<file path="src/msm_pkg.sv">
// Shared types and codes for the stereo sample mixer.
`timescale 1ns / 1ps
package msm_pkg;

   // Command codes carried by an input item
   localparam logic [2:0] CMD_TICK       = 3'd0;
   localparam logic [2:0] CMD_LOAD       = 3'd1;
   localparam logic [2:0] CMD_DEFINE     = 3'd2;
   localparam logic [2:0] CMD_PLAY       = 3'd3;
   localparam logic [2:0] CMD_STOP_CHAN  = 3'd4;
   localparam logic [2:0] CMD_STOP_SOUND = 3'd5;

   // Play status codes
   localparam logic [1:0] STATUS_OK      = 2'd0;
   localparam logic [1:0] STATUS_NO_CHAN = 2'd1;
   localparam logic [1:0] STATUS_BAD_SND = 2'd2;

   localparam logic [15:0] UNITY_GAIN = 16'd32768;
   localparam logic [16:0] MAX_FRAMES = 17'd65536;

   // Controls from the sequencer to the multiply-accumulate unit
   typedef struct packed {
      logic clear;
      logic mul;
      logic acc_left;
      logic acc_right;
   } mac_ctrl_type;

endpackage

</file>
<file path="src/msm_mac.sv">
// Shared multiplier with Q1.15 truncation and the left/right accumulators.
`timescale 1ns / 1ps
module msm_mac
   import msm_pkg::*;
#(
   parameter int AccW = 20
) (
   input  logic                      clock,
   input  mac_ctrl_type              ctrl,
   input  logic signed [15:0]        sample,
   input  logic        [15:0]        gain,
   output logic signed [AccW-1:0]    acc_left,
   output logic signed [AccW-1:0]    acc_right
);

   logic signed [32:0]     prod_ff;
   logic signed [32:0]     biased;
   logic signed [32:0]     shifted;
   logic signed [15:0]     term;
   logic signed [AccW-1:0] acc_left_ff;
   logic signed [AccW-1:0] acc_right_ff;

   // Round toward zero: bias negative products before the shift
   always_comb begin
      biased  = prod_ff + (prod_ff[32] ? 33'sd32767 : 33'sd0);
      shifted = biased >>> 15;
      term    = shifted[15:0];
   end

   always_ff @(posedge clock) begin
      if (ctrl.mul) begin
         prod_ff <= sample * $signed({1'b0, gain});
      end
      if (ctrl.clear) begin
         acc_left_ff  <= '0;
         acc_right_ff <= '0;
      end else begin
         if (ctrl.acc_left) begin
            acc_left_ff <= acc_left_ff + AccW'(term);
         end
         if (ctrl.acc_right) begin
            acc_right_ff <= acc_right_ff + AccW'(term);
         end
      end
   end

   assign acc_left  = acc_left_ff;
   assign acc_right = acc_right_ff;

endmodule

</file>
<file path="config.mk">
export PLATFORM = sky130hd
export DESIGN_NAME = msm_mac
export DESIGN_NICKNAME = d
export VERILOG_FILES = /design/src/msm_pkg.sv /design/src/msm_mac.sv
export SDC_FILE = /design/constraint.sdc
export NUM_CORES = 1
export LEC_CHECK = 0
export BUFFER_PORTS_ARGS = -buffer_cell sky130_fd_sc_hd__buf_4
export CORE_ASPECT_RATIO = 0.8
export CORE_MARGIN = 3
export CORE_UTILIZATION = 59
export CTS_BUF_LIST = sky130_fd_sc_hd__clkbuf_8
export CTS_CLUSTER_SIZE = 25
export DETAILED_ROUTE_END_ITERATION = 8
export PLACE_DENSITY_LB_ADDON = 0.3
export SETUP_SLACK_MARGIN = 0.3
export SYNTH_ARGS = -nofsm -noshare
export SYNTH_HDL_FRONTEND = slang
export SYNTH_SLANG_ARGS = --single-unit
</file>
<file path="constraint.sdc">
create_clock -name clock -period 5.9 [get_ports clock]
set_input_delay 0 -clock clock [delete_from_list [all_inputs] [get_ports clock]]
set_output_delay 0 -clock clock [all_outputs]
set_load 0.1 [all_outputs]
</file>
==> impl_results.md, run 1 <==
- CTS sink cnt: 72
- Final hold vios: 0
- Total congestion overflow: 0
- CTS H-tree depth: 3
- Arr. time, crit path: 5.60 ns
- Seq. cell area: 1760 µm²
- Area grow syn2layout: 11.6%
- Worst reg2reg path startpoint: prod_ff[32]
- Crit path time final: 5.52 ns
- Area of the multi-input gates: 10,700 µm²
- Worst reg2reg setup slack: 0.79 ns
- Tcrit/Tclk final: 93.5%
- Number of port buffers: 76
- Worst skew pair latency: 0.35 ns
- Max Fclk: 181 MHz
- Fillers: 1,727
- Antenna diodes: 0
- Chip Height: 141 µm
- Cell area after synthesis: 13,400 µm²
- Least-Margin Pin Slew: 0.578 ns
- Largest net degree at the start of global routing: 53
- Avg Inst Size Synth: 9.11 µm²
- Clock Skew: 0.0122 ns
- # hold bufs at CTS: 0
- Post-synth ARST share: 0%
- Worst-path clk slew: 0.07 ns
- Rows: 48
- Vias in the first global route: 10,491
- Number of distinct library cells after synthesis: 77
- Count leader, synth: inv_1
- Top-Level Pins: 77
- Worst rel slew slack: 61.0%
- Top_reg_cell synth: dfxtp_1
- Clock Path Buffers: 2
- CP Data Required Time: 5.98 ns
- CP Launch Type: input pin
- Average wire per standard cell: 16.0 µm
- RSZ-0062 raised after global routing: yes
- EDFF count, synth: 32
- Critical path capture point type: register
- Crit-path max FO: 6
- Starting Density: 61.1%
- Global-route wire length before repair: 50,800 µm
- Via density: 5.56
- Drt pass-1 iters: 5
- Crit path cell chain: buf_4 > buf_4 > and2_1 > fa_1 > inv_1 > fa_1 > fa_1 > inv_1 > fa_1 > inv_2 > fa_1 > fa_1 > inv_1 > ha_4 > and4_1 > and3_4 > nand3_4 > or3_1 > o22a_1 > o211ai_1 > a31oi_2 > o211ai_1 > o311ai_1
- Final setup vio count: 0
- Initial antenna violation count: 0
- Final hold slack: 0.0872 ns
- Max-cap violation count: 0
- CP most frequent cell: fa_1
- Critical-path top delay cell: fa_1
- Seq/Total Area, Yosys: 13.1%
- Critical path class: in -> reg
- Nets@finish: 1,977
- R2R depth: 19
- Area of the core: 21,900 µm²
- CTS tree: built
- Reg2reg end: acc_left[14]
- Layout cell share with drive strength beyond 1: 12.8%
- Run status: complete, no violations
- Hold Path Sink: prod_ff[0]
- Die Area: 24,600 µm²
- DP HPWL: 25,100 µm
- Vias post-DR: 10,421
- Syn. warnings: 0
- CTS root buf: clkbuf_8
- GRT Total Usage: 25.0%
- Main area contributors after synthesis: fa_1 (29%), ha_1 (16%), inv_1 (7.3%), edfxtp_1 (7.2%), dfxtp_1 (6.0%)
- 1st-iter DRT viols: 593
- DR DRC count: 0
- Synth area leader: fa_1
- Synth Instances: 1,472
- WL final: 30,000 µm
- Mapped Nets: 1,879
- CTS Buf Count: 9
- Hold depth: 2
- Final Max Tran Viols: 0
- FF+latch count, synth: 72
- Top cell type's share of synthesized area: 29.3%
- Worst Hold Class: in -> reg
- ANT nets after route: 0
- Hold path startpoint: sample[0]
- Post-synth top cells: inv_1 (260), fa_1 (196), ha_1 (174)
- CP peak stage delay: 0.54 ns
- Die W: 175 µm
- Gpl congestion: 0.898
## how the worst max path moves through the flow
stage	to	slack, ns	startpoint	cells after the start
floorplan	prod_ff[30]	0.30	gain[5]	23
global placement	prod_ff[30]	0.007	sample[6]	22
global route	prod_ff[30]	0.17	sample[6]	23
detailed placement	prod_ff[32]	-0.05	sample[6]	23
CTS	prod_ff[30]	0.31	sample[6]	22
finish	prod_ff[30]	0.38	gain[8]	23
## flip-flops by register name, indices dropped and copies added, names as in the netlist
signal and cells:
acc_left 20, acc_right 20, prod_ff 32
## layer usage
metal  vias to the layer above  GRT usage [%]  share of wire (%)
li1                       4943              -                  -
met1                      5140           36.4                 45
met2                       292           40.1                 48
met3                        46           3.88                5.5
met4                         0           5.04                1.4
met5                         -              0                  0
## logic make-up after synthesis
logic type,Yosys count,synth area share (%)
buf+inv,305,8.71
mux,27,2.04
simple gates,442,16.6
xor+xnor,66,4.37
fa+ha+maj,370,45.5
flops,72,13.1
compound gates,190,9.67
## cells in the final DEF (no fill, tap or decap), types with 4 or more instances in the layout
| cell | count |
|---|---|
| inv_1 | 252 |
| fa_1 | 195 |
| ha_1 | 168 |
| nand2_1 | 157 |
| buf_4 | 123 |
| and2_1 | 113 |
| nor2_1 | 64 |
| xnor2_1 | 46 |
| a21oi_1 | 43 |
| dfxtp_1 | 40 |
| edfxtp_1 | 32 |
| a21o_1 | 26 |
| o21ai_0 | 25 |
| mux2i_1 | 24 |
| nand2b_1 | 22 |
| xor2_1 | 19 |
| nand3_1 | 18 |
| nor3_1 | 12 |
| nand4_1 | 11 |
| clkbuf_8 | 9 |
| o21a_1 | 8 |
| inv_2 | 8 |
| buf_6 | 8 |
| a211oi_1 | 7 |
| nor2b_1 | 7 |
| o21bai_1 | 6 |
| o21ai_1 | 6 |
| and3_1 | 6 |
| and4_1 | 6 |
| o211ai_1 | 6 |
| o22ai_1 | 6 |
| a31oi_1 | 5 |
| ha_4 | 5 |
| a21oi_2 | 4 |
| and2_4 | 4 |
| a21boi_0 | 4 |
| or3b_2 | 4 |
## what timing repair did
| action | 4_1_cts | 5_1_grt |
|---|---|---|
| endpoints found under the setup margin | 2 | 9 |
| gates resized for setup | 1 | 39 |
| pin swaps | 1 | 29 |
| setup buffers | 0 | 3 |
## area by class of cell
cell class / instances / share of cell area (%)
Clock buffer: 9 / 0.828
Clock inverter: 7 / 0.259
Inverter: 260 / 6.53
Sequential cell: 72 / 11.8
Tap cell: 300 / 2.51
Multi-Input combinational cell: 1095 / 71.2
Timing Repair Buffer: 132 / 6.88
## through the flow
step	setup TNS (ns)	worst slack, ns	cells	instance area, µm²	utilization (%)
after floorplan	0	0.304	1472	13600	-
after global placement	0	0.00671	1856	14600	66.7
after detailed placement	-0.156	-0.0524	1856	14600	66.7
after CTS	0	0.312	1872	14800	67.5
after global routing	0	0.169	1875	15000	68.2
final	0	0.384	1875	15000	68.2
## critical path, delay by kind of cell
family                     cells  cell delay, ns
and+or+nand+nor                5            0.98
buffers and inverters          6            0.53
adders and majority gates      7            3.15
AOI/OAI and AO/OA              5            0.95
Power of run 1 is left out: the tool's default activity adds up to more than one toggle a clock period on the data nets, which glitch-free logic cannot reach.
==> run 2, diff against run 1 <==
- CELL_PAD_IN_SITES_DETAIL_PLACEMENT: default -> 1
- CELL_PAD_IN_SITES_GLOBAL_PLACEMENT: default -> 2
- CORE_UTILIZATION: 59 -> 37
==> impl_results.md, run 2 (synthesized netlist as in run 1, its figures left out) <==
- DP HPWL: 31,300 µm (was 25,100 µm)
- Antenna diodes: 0 (unchanged)
- Critical path class: in -> reg (unchanged)
- Post-Route Utilization: 43.7% (was 68.2%)
- Top-Level Pins: 77 (unchanged)
- Largest net degree at the start of global routing: 53 (unchanged)
- Largest Register: prod_ff (unchanged)
- Layout cell share with drive strength beyond 1: 14.0% (was 12.8%)
- Max Fclk: 180 MHz (was 181 MHz)
- Total congestion overflow: 0 (unchanged)
- Vias in the first global route: 11,199 (was 10,491)
- Drt pass-1 iters: 4 (was 5)
- Global-route wire length before repair: 59,800 µm (was 50,800 µm)
- Post-Place Cell Area: 15,000 µm² (was 14,600 µm²)
- Arr. time, crit path: 5.63 ns (was 5.60 ns)
- CTS Buf Count: 9 (unchanged)
- Final hold slack: 0.103 ns (was 0.0872 ns)
- Most frequent cells in the layout: inv_1 (258), fa_1 (194), ha_1 (168), nand2_1 (156), buf_4 (146) (was inv_1 (252), fa_1 (195), ha_1 (168), nand2_1 (157), buf_4 (123))
- CP most frequent cell: fa_1 (unchanged)
- Starting Density: 38.0% (was 61.1%)
- Nets@finish: 2,003 (was 1,977)
- CP Launch Type: input pin (unchanged)
- Worst reg2reg path startpoint: prod_ff[32] (unchanged)
- Origin of the worst setup path: gain[5] (was gain[8])
- Die Area: 38,600 µm² (was 24,600 µm²)
- Worst Hold Class: in -> reg (unchanged)
- Number of port buffers: 76 (unchanged)
- CP top delay family: adder cells (unchanged)
- Rows: 61 (was 48)
- Commonest non-fill, non-tap cell in the layout: inv_1 (unchanged)
- RSZ-0062 raised after global routing: yes (unchanged)
- Critical path capture point type: register (unchanged)
- Gpl congestion: 0.802 (was 0.898)
- Die W: 219 µm (was 175 µm)
- CP Data Required Time: 5.98 ns (about the same)
- Area of the multi-input gates: 10,700 µm² (about the same)
- Hold path startpoint: ctrl[2] (was sample[0])
- Worst Path Buf+Inv: 6 (unchanged)
- Worst skew pair latency: 0.35 ns (about the same)
- Fillers: 4,131 (was 1,727)
- Least-Margin Pin Slew: 0.606 ns (was 0.578 ns)
- Area of the core: 35,300 µm² (was 21,900 µm²)
- Worst-path clk slew: 0.08 ns (was 0.07 ns)
- Chip Height: 176 µm (was 141 µm)
- Worst rel slew slack: 59.3% (was 61.0%)
- Vias post-DR: 10,415 (was 10,421)
- Via density: 5.02 (was 5.56)
- Seq. cell area: 1760 µm² (unchanged)
- Critical-path top delay cell: fa_1 (unchanged)
- Tcrit/Tclk final: 94.1% (was 93.5%)
- Largest register FFs: 32 (unchanged)
- Average wire per standard cell: 17.4 µm (was 16.0 µm)
- GRT Total Usage: 19.2% (was 25.0%)
- Max-cap violation count: 0 (unchanged)
- CTS sink cnt: 72 (unchanged)
- WL final: 36,100 µm (was 30,000 µm)
- Final Max Tran Viols: 0 (unchanged)
- DR DRC count: 0 (unchanged)
- Final hold vios: 0 (unchanged)
- Crit path cell chain: buf_6 > nand2_2 > fa_1 > inv_1 > fa_1 > inv_1 > fa_1 > inv_1 > fa_1 > fa_1 > inv_1 > fa_1 > inv_1 > ha_4 > and4_1 > and3_4 > nand3_2 > or3_1 > o22a_1 > o211ai_1 > a31oi_2 > o211ai_1 > o311ai_1 (was buf_4 > buf_4 > and2_1 > fa_1 > inv_1 > fa_1 > fa_1 > inv_1 > fa_1 > inv_2 > fa_1 > fa_1 > inv_1 > ha_4 > and4_1 > and3_4 > nand3_4 > or3_1 > o22a_1 > o211ai_1 > a31oi_2 > o211ai_1 > o311ai_1)
- Clock Skew: 0.00870 ns (was 0.0122 ns)
- Initial antenna violation count: 0 (unchanged)
- CTS H-tree depth: 3 (unchanged)
- Final instance area: 15,400 µm² (was 15,000 µm²)
- Area grow syn2layout: 15.0% (was 11.6%)
- Final setup vio count: 0 (unchanged)
- 1st-iter DRT viols: 434 (was 593)
- CTS tree: built (unchanged)
- Crit-path max FO: 8 (was 6)
- ANT nets after route: 0 (unchanged)
- CTS root buf: clkbuf_8 (unchanged)
- Clock Path Buffers: 2 (unchanged)
- CP peak stage delay: 0.54 ns (about the same)
- Run status: complete, no violations (unchanged)
- Crit path time final: 5.55 ns (was 5.52 ns)
[run 2: cell count changes in the layout (fill, tap and decap cells not counted), moves of 2 or more]
cell / previous run / this run
buf_12: 0 / 3
and2_1: 113 / 115
buf_4: 123 / 146
inv_1: 252 / 258
and2_4: 4 / 2
inv_2: 8 / 5
[run 2: final timing paths]
kind	to	slack [ns]	cells past startpoint
max	prod_ff[30]	0.35	23
min	prod_ff[2]	0.10	1
max reg2reg	acc_right[18]	0.97	20
min reg2reg	acc_right[14]	0.52	2
[run 2: layout make-up]
cell class                      instances  area share, %
Tap cell                              472           3.83
Inverter                              260           6.33
Timing Repair Buffer                  158           8.18
Clock buffer                            9          0.804
Sequential cell                        72           11.4
Multi-Input combinational cell       1095           69.2
Clock inverter                          7          0.211
[run 2: routing by layer]
| layer | part of all wire (%) | track usage, % | vias to the layer above |
|---|---|---|---|
| met5 | 0 | 0 | - |
| met4 | 0.35 | 1.59 | 0 |
| met3 | 3.2 | 2.34 | 12 |
| met2 | 48 | 31.6 | 84 |
| met1 | 49 | 28.3 | 5330 |
| li1 | - | - | 4989 |
[run 2: repair_timing]
item / in CTS / in global routing
pin swaps: 4 / 20
buffers inserted: 1 / 5
resized for setup: 3 / 37
hold buffers: 0 / 0
endpoints found under the setup margin: 4 / 13
[run 2: metrics by stage]
stage | TNS (ns) | cells | worst slack [ns]
after floorplan | 0 | 1472 | 0.304
after global placement | -0.184 | 2051 | -0.0975
after detailed placement | -0.425 | 2051 | -0.144
after CTS | 0 | 2068 | 0.254
after global routing | 0 | 2073 | 0.119
final | 0 | 2073 | 0.348
Power of run 2 is left out for the same reason.
==> run 3, diff against run 2 <==
- ABC_AREA: default -> 1
- CORE_UTILIZATION: 37 -> 34
- CTS_BUF_LIST: sky130_fd_sc_hd__clkbuf_8 -> sky130_fd_sc_hd__clkbuf_4 sky130_fd_sc_hd__clkbuf_8 sky130_fd_sc_hd__clkbuf_16
==> impl_results.md, run 3 <==
- Cell area after synthesis: 14,300 µm² (was 13,400 µm²)
- Critical path capture point type: register (unchanged)
- Instance count on the critical path: 21 (was 23)
- Main area contributors after synthesis: fa_1 (27%), ha_1 (15%), inv_1 (13%), nand2_1 (12%), edfxtp_1 (6.7%) (was fa_1 (29%), ha_1 (16%), inv_1 (7.3%), edfxtp_1 (7.2%), dfxtp_1 (6.0%))
- Top_reg_cell synth: dfxtp_1 (unchanged)
- Final setup vio count: 0 (unchanged)
- ANT nets after route: 0 (unchanged)
- Tcrit/Tclk final: 87.9% (was 94.1%)
- Gpl congestion: 0.842 (was 0.802)
- Largest net degree at the start of global routing: 33 (was 53)
- Layout cell share with drive strength beyond 1: 5.98% (was 14.0%)
- FF+latch count, synth: 72 (unchanged)
- Die W: 236 µm (was 219 µm)
- Total congestion overflow: 0 (unchanged)
- Initial antenna violation count: 0 (unchanged)
- Number of port buffers: 76 (unchanged)
- Max-cap violation count: 0 (unchanged)
- Resize count post-CTS: 0 (was 3)
- Clock Path Buffers: 2 (unchanged)
- Die Area: 44,700 µm² (was 38,600 µm²)
- Critical-path top delay cell: fa_1 (unchanged)
- CP Capture Point: prod_ff[30] (unchanged)
- RSZ-0062 raised after global routing: no (was yes)
- 1st-iter DRT viols: 502 (was 434)
- Number of distinct library cells after synthesis: 39 (was 77)
- Largest register FFs: 32 (unchanged)
- Largest Register: prod_ff (unchanged)
- Chip Height: 190 µm (was 176 µm)
- Top-Level Pins: 77 (unchanged)
- Post-Route Utilization: 38.0% (was 43.7%)
- CP peak stage delay: 0.55 ns (was 0.54 ns)
- Worst Hold Class: in -> reg (unchanged)
- Worst Path Buf+Inv: 7 (was 6)
- EDFF count, synth: 32 (unchanged)
- CTS H-tree depth: 3 (unchanged)
- Average wire per standard cell: 16.2 µm (was 17.4 µm)
- Final hold vios: 0 (unchanged)
- Commonest non-fill, non-tap cell in the layout: inv_1 (unchanged)
- Worst-path clk slew: 0.06 ns (was 0.08 ns)
- Worst reg2reg setup slack: 1.27 ns (was 0.97 ns)
- Mapped Nets: 2,352 (was 1,879)
- Max Fclk: 193 MHz (was 180 MHz)
- Crit path cell chain: buf_4 > nand2_1 > inv_1 > fa_1 > inv_1 > fa_1 > inv_1 > fa_1 > fa_1 > fa_1 > inv_1 > fa_1 > inv_1 > ha_1 > a21oi_1 > o21ai_0 > a21oi_1 > inv_1 > a21oi_1 > o21ai_0 > xor2_1 (was buf_6 > nand2_2 > fa_1 > inv_1 > fa_1 > inv_1 > fa_1 > inv_1 > fa_1 > fa_1 > inv_1 > fa_1 > inv_1 > ha_4 > and4_1 > and3_4 > nand3_2 > or3_1 > o22a_1 > o211ai_1 > a31oi_2 > o211ai_1 > o311ai_1)
- Count leader, synth: inv_1 (unchanged)
- Avg Inst Size Synth: 7.37 µm² (was 9.11 µm²)
- DP HPWL: 34,200 µm (was 31,300 µm)
- Drt pass-1 iters: 5 (was 4)
- Setup Total Neg Slack: 0 ns (unchanged)
- CTS tree: built (unchanged)
- Post-synth ARST share: 0% (unchanged)
- CTS root buf: clkbuf_16 (was clkbuf_8)
- CP Data Required Time: 5.98 ns (about the same)
- Rows: 66 (was 61)
- Most frequent cells in the layout: inv_1 (490), nand2_1 (452), fa_1 (196), ha_1 (174), nor2_1 (155) (was inv_1 (258), fa_1 (194), ha_1 (168), nand2_1 (156), buf_4 (146))
- CP top delay family: adder cells (unchanged)
- GRT Total Usage: 19.1% (was 19.2%)
- WL final: 40,700 µm (was 36,100 µm)
- R2R depth: 23 (was 20)
- CTS Buf Count: 9 (unchanged)
- Final Max Tran Viols: 0 (unchanged)
- Global-route wire length before repair: 69,300 µm (was 59,800 µm)
- Area of the core: 41,100 µm² (was 35,300 µm²)
- Seq. cell area: 1760 µm² (unchanged)
- Vias post-DR: 12,017 (was 10,415)
- Synth Instances: 1,945 (was 1,472)
- Synth area leader: fa_1 (unchanged)
- # hold bufs at CTS: 0 (unchanged)
- Starting Density: 34.9% (was 38.0%)
- Crit path time final: 5.19 ns (was 5.55 ns)
- Least-Margin Pin Slew: 0.710 ns (was 0.606 ns)
- Via density: 4.78 (was 5.02)
- Worst rel slew slack: 52.6% (was 59.3%)
- DR DRC count: 0 (unchanged)
- CP Launch Type: input pin (unchanged)
- CTS sink cnt: 72 (unchanged)
- Area of the multi-input gates: 10,500 µm² (was 10,700 µm²)
- Clock Skew: 0.00914 ns (was 0.00870 ns)
- # Post-CTS Setup Buffers: 0 (was 1)
- Crit-path max FO: 16 (was 8)
- Post-synth top cells: inv_1 (490), nand2_1 (452), fa_1 (196) (was inv_1 (260), fa_1 (196), ha_1 (174))
- Syn. warnings: 0 (unchanged)
- Seq/Total Area, Yosys: 12.3% (was 13.1%)
- Run status: complete, no violations (unchanged)
- Worst reg2reg path startpoint: prod_ff[32] (unchanged)
- Area grow syn2layout: 9.12% (was 15.0%)
- Worst skew pair latency: 0.34 ns (was 0.35 ns)
- Fillers: 5,123 (was 4,131)
- Vias in the first global route: 13,260 (was 11,199)
- Origin of the worst setup path: sample[10] (was gain[5])
- Top cell type's share of synthesized area: 27.4% (was 29.3%)
- Reg2reg end: acc_right[19] (was acc_right[18])
- Antenna diodes: 0 (unchanged)
- Critical path class: in -> reg (unchanged)
- Nets@finish: 2,374 (was 2,003)
- Arr. time, crit path: 5.27 ns (was 5.63 ns)
==> run 3: cell count changes in the layout (fill, tap and decap cells not counted), moves of 21 or more <==
| cell | change |
|---|---|
| and2_1 | -115 |
| mux2i_1 | -24 |
| nand2b_1 | -21 |
| nand3_1 | +32 |
| o21ai_0 | +27 |
| buf_4 | -66 |
| a21oi_1 | +32 |
| inv_1 | +232 |
| nand2_1 | +296 |
| nor2_1 | +91 |
| xnor2_1 | -26 |
==> run 3: tightest hold or removal path, delay by kind of cell <==
family,cells,cell delay [ns]
buffers and inverters,2,0.26
AO/OA/AOI/OAI,1,0.05
AND/OR/NAND/NOR,1,0.11
==> run 3: how the worst min path moves through the flow <==
stage	end	slack, ns	start	cells after the start
2_1_floorplan	prod_ff[0]	0.11	ctrl[2]	0
4_1_cts	acc_left[18]	0.09	ctrl[1]	4
3_3_place_gp	acc_right[14]	0.44	ctrl[0]	4
5_1_grt	acc_left[18]	0.13	ctrl[1]	4
6_report	acc_left[18]	0.10	ctrl[1]	4
3_5_place_dp	acc_left[18]	0.45	ctrl[1]	4
==> run 3: cell families after synthesis <==
kind of cell    count (synthesis)  synth area share (%)
simple gates                  704                  19.9
fa+ha+maj                     370                  42.5
compound gates                180                  7.12
buf+inv                       563                  14.8
xor+xnor                       56                  3.42
flops                          72                  12.3
==> run 3: per-stage QoR <==
stage / hold WS, ns / cells / setup WS [ns] / cell area (µm²)
6_report: 0.104 / 2516 / 0.711 / 15600
3_5_place_dp: 0.455 / 2500 / 0.372 / 15400
5_1_grt: 0.134 / 2516 / 0.391 / 15600
3_3_place_gp: 0.443 / 2500 / 0.474 / 15400
4_1_cts: 0.0946 / 2516 / 0.733 / 15600
2_1_floorplan: 0.112 / 1945 / 0.627 / 14300
==> run 3: per-layer routing <==
layer	up-vias	part of all wire, %	GRT usage, %
li1	5873	-	-
met5	-	0	0
met3	27	2.1	1.80
met4	0	0.70	1.85
met1	5994	52	27.6
met2	123	46	32.1
==> run 3: layout make-up <==
cell class / instances / area share [%]
multi-input cells: 1310 / 66.9
repair buffers: 80 / 3.84
well taps: 544 / 4.35
flip-flops and latches: 72 / 11.3
inverters: 494 / 11.9
clock inverters: 5 / 0.304
clock buffers: 11 / 1.54
Power of run 3 is left out for the same reason.
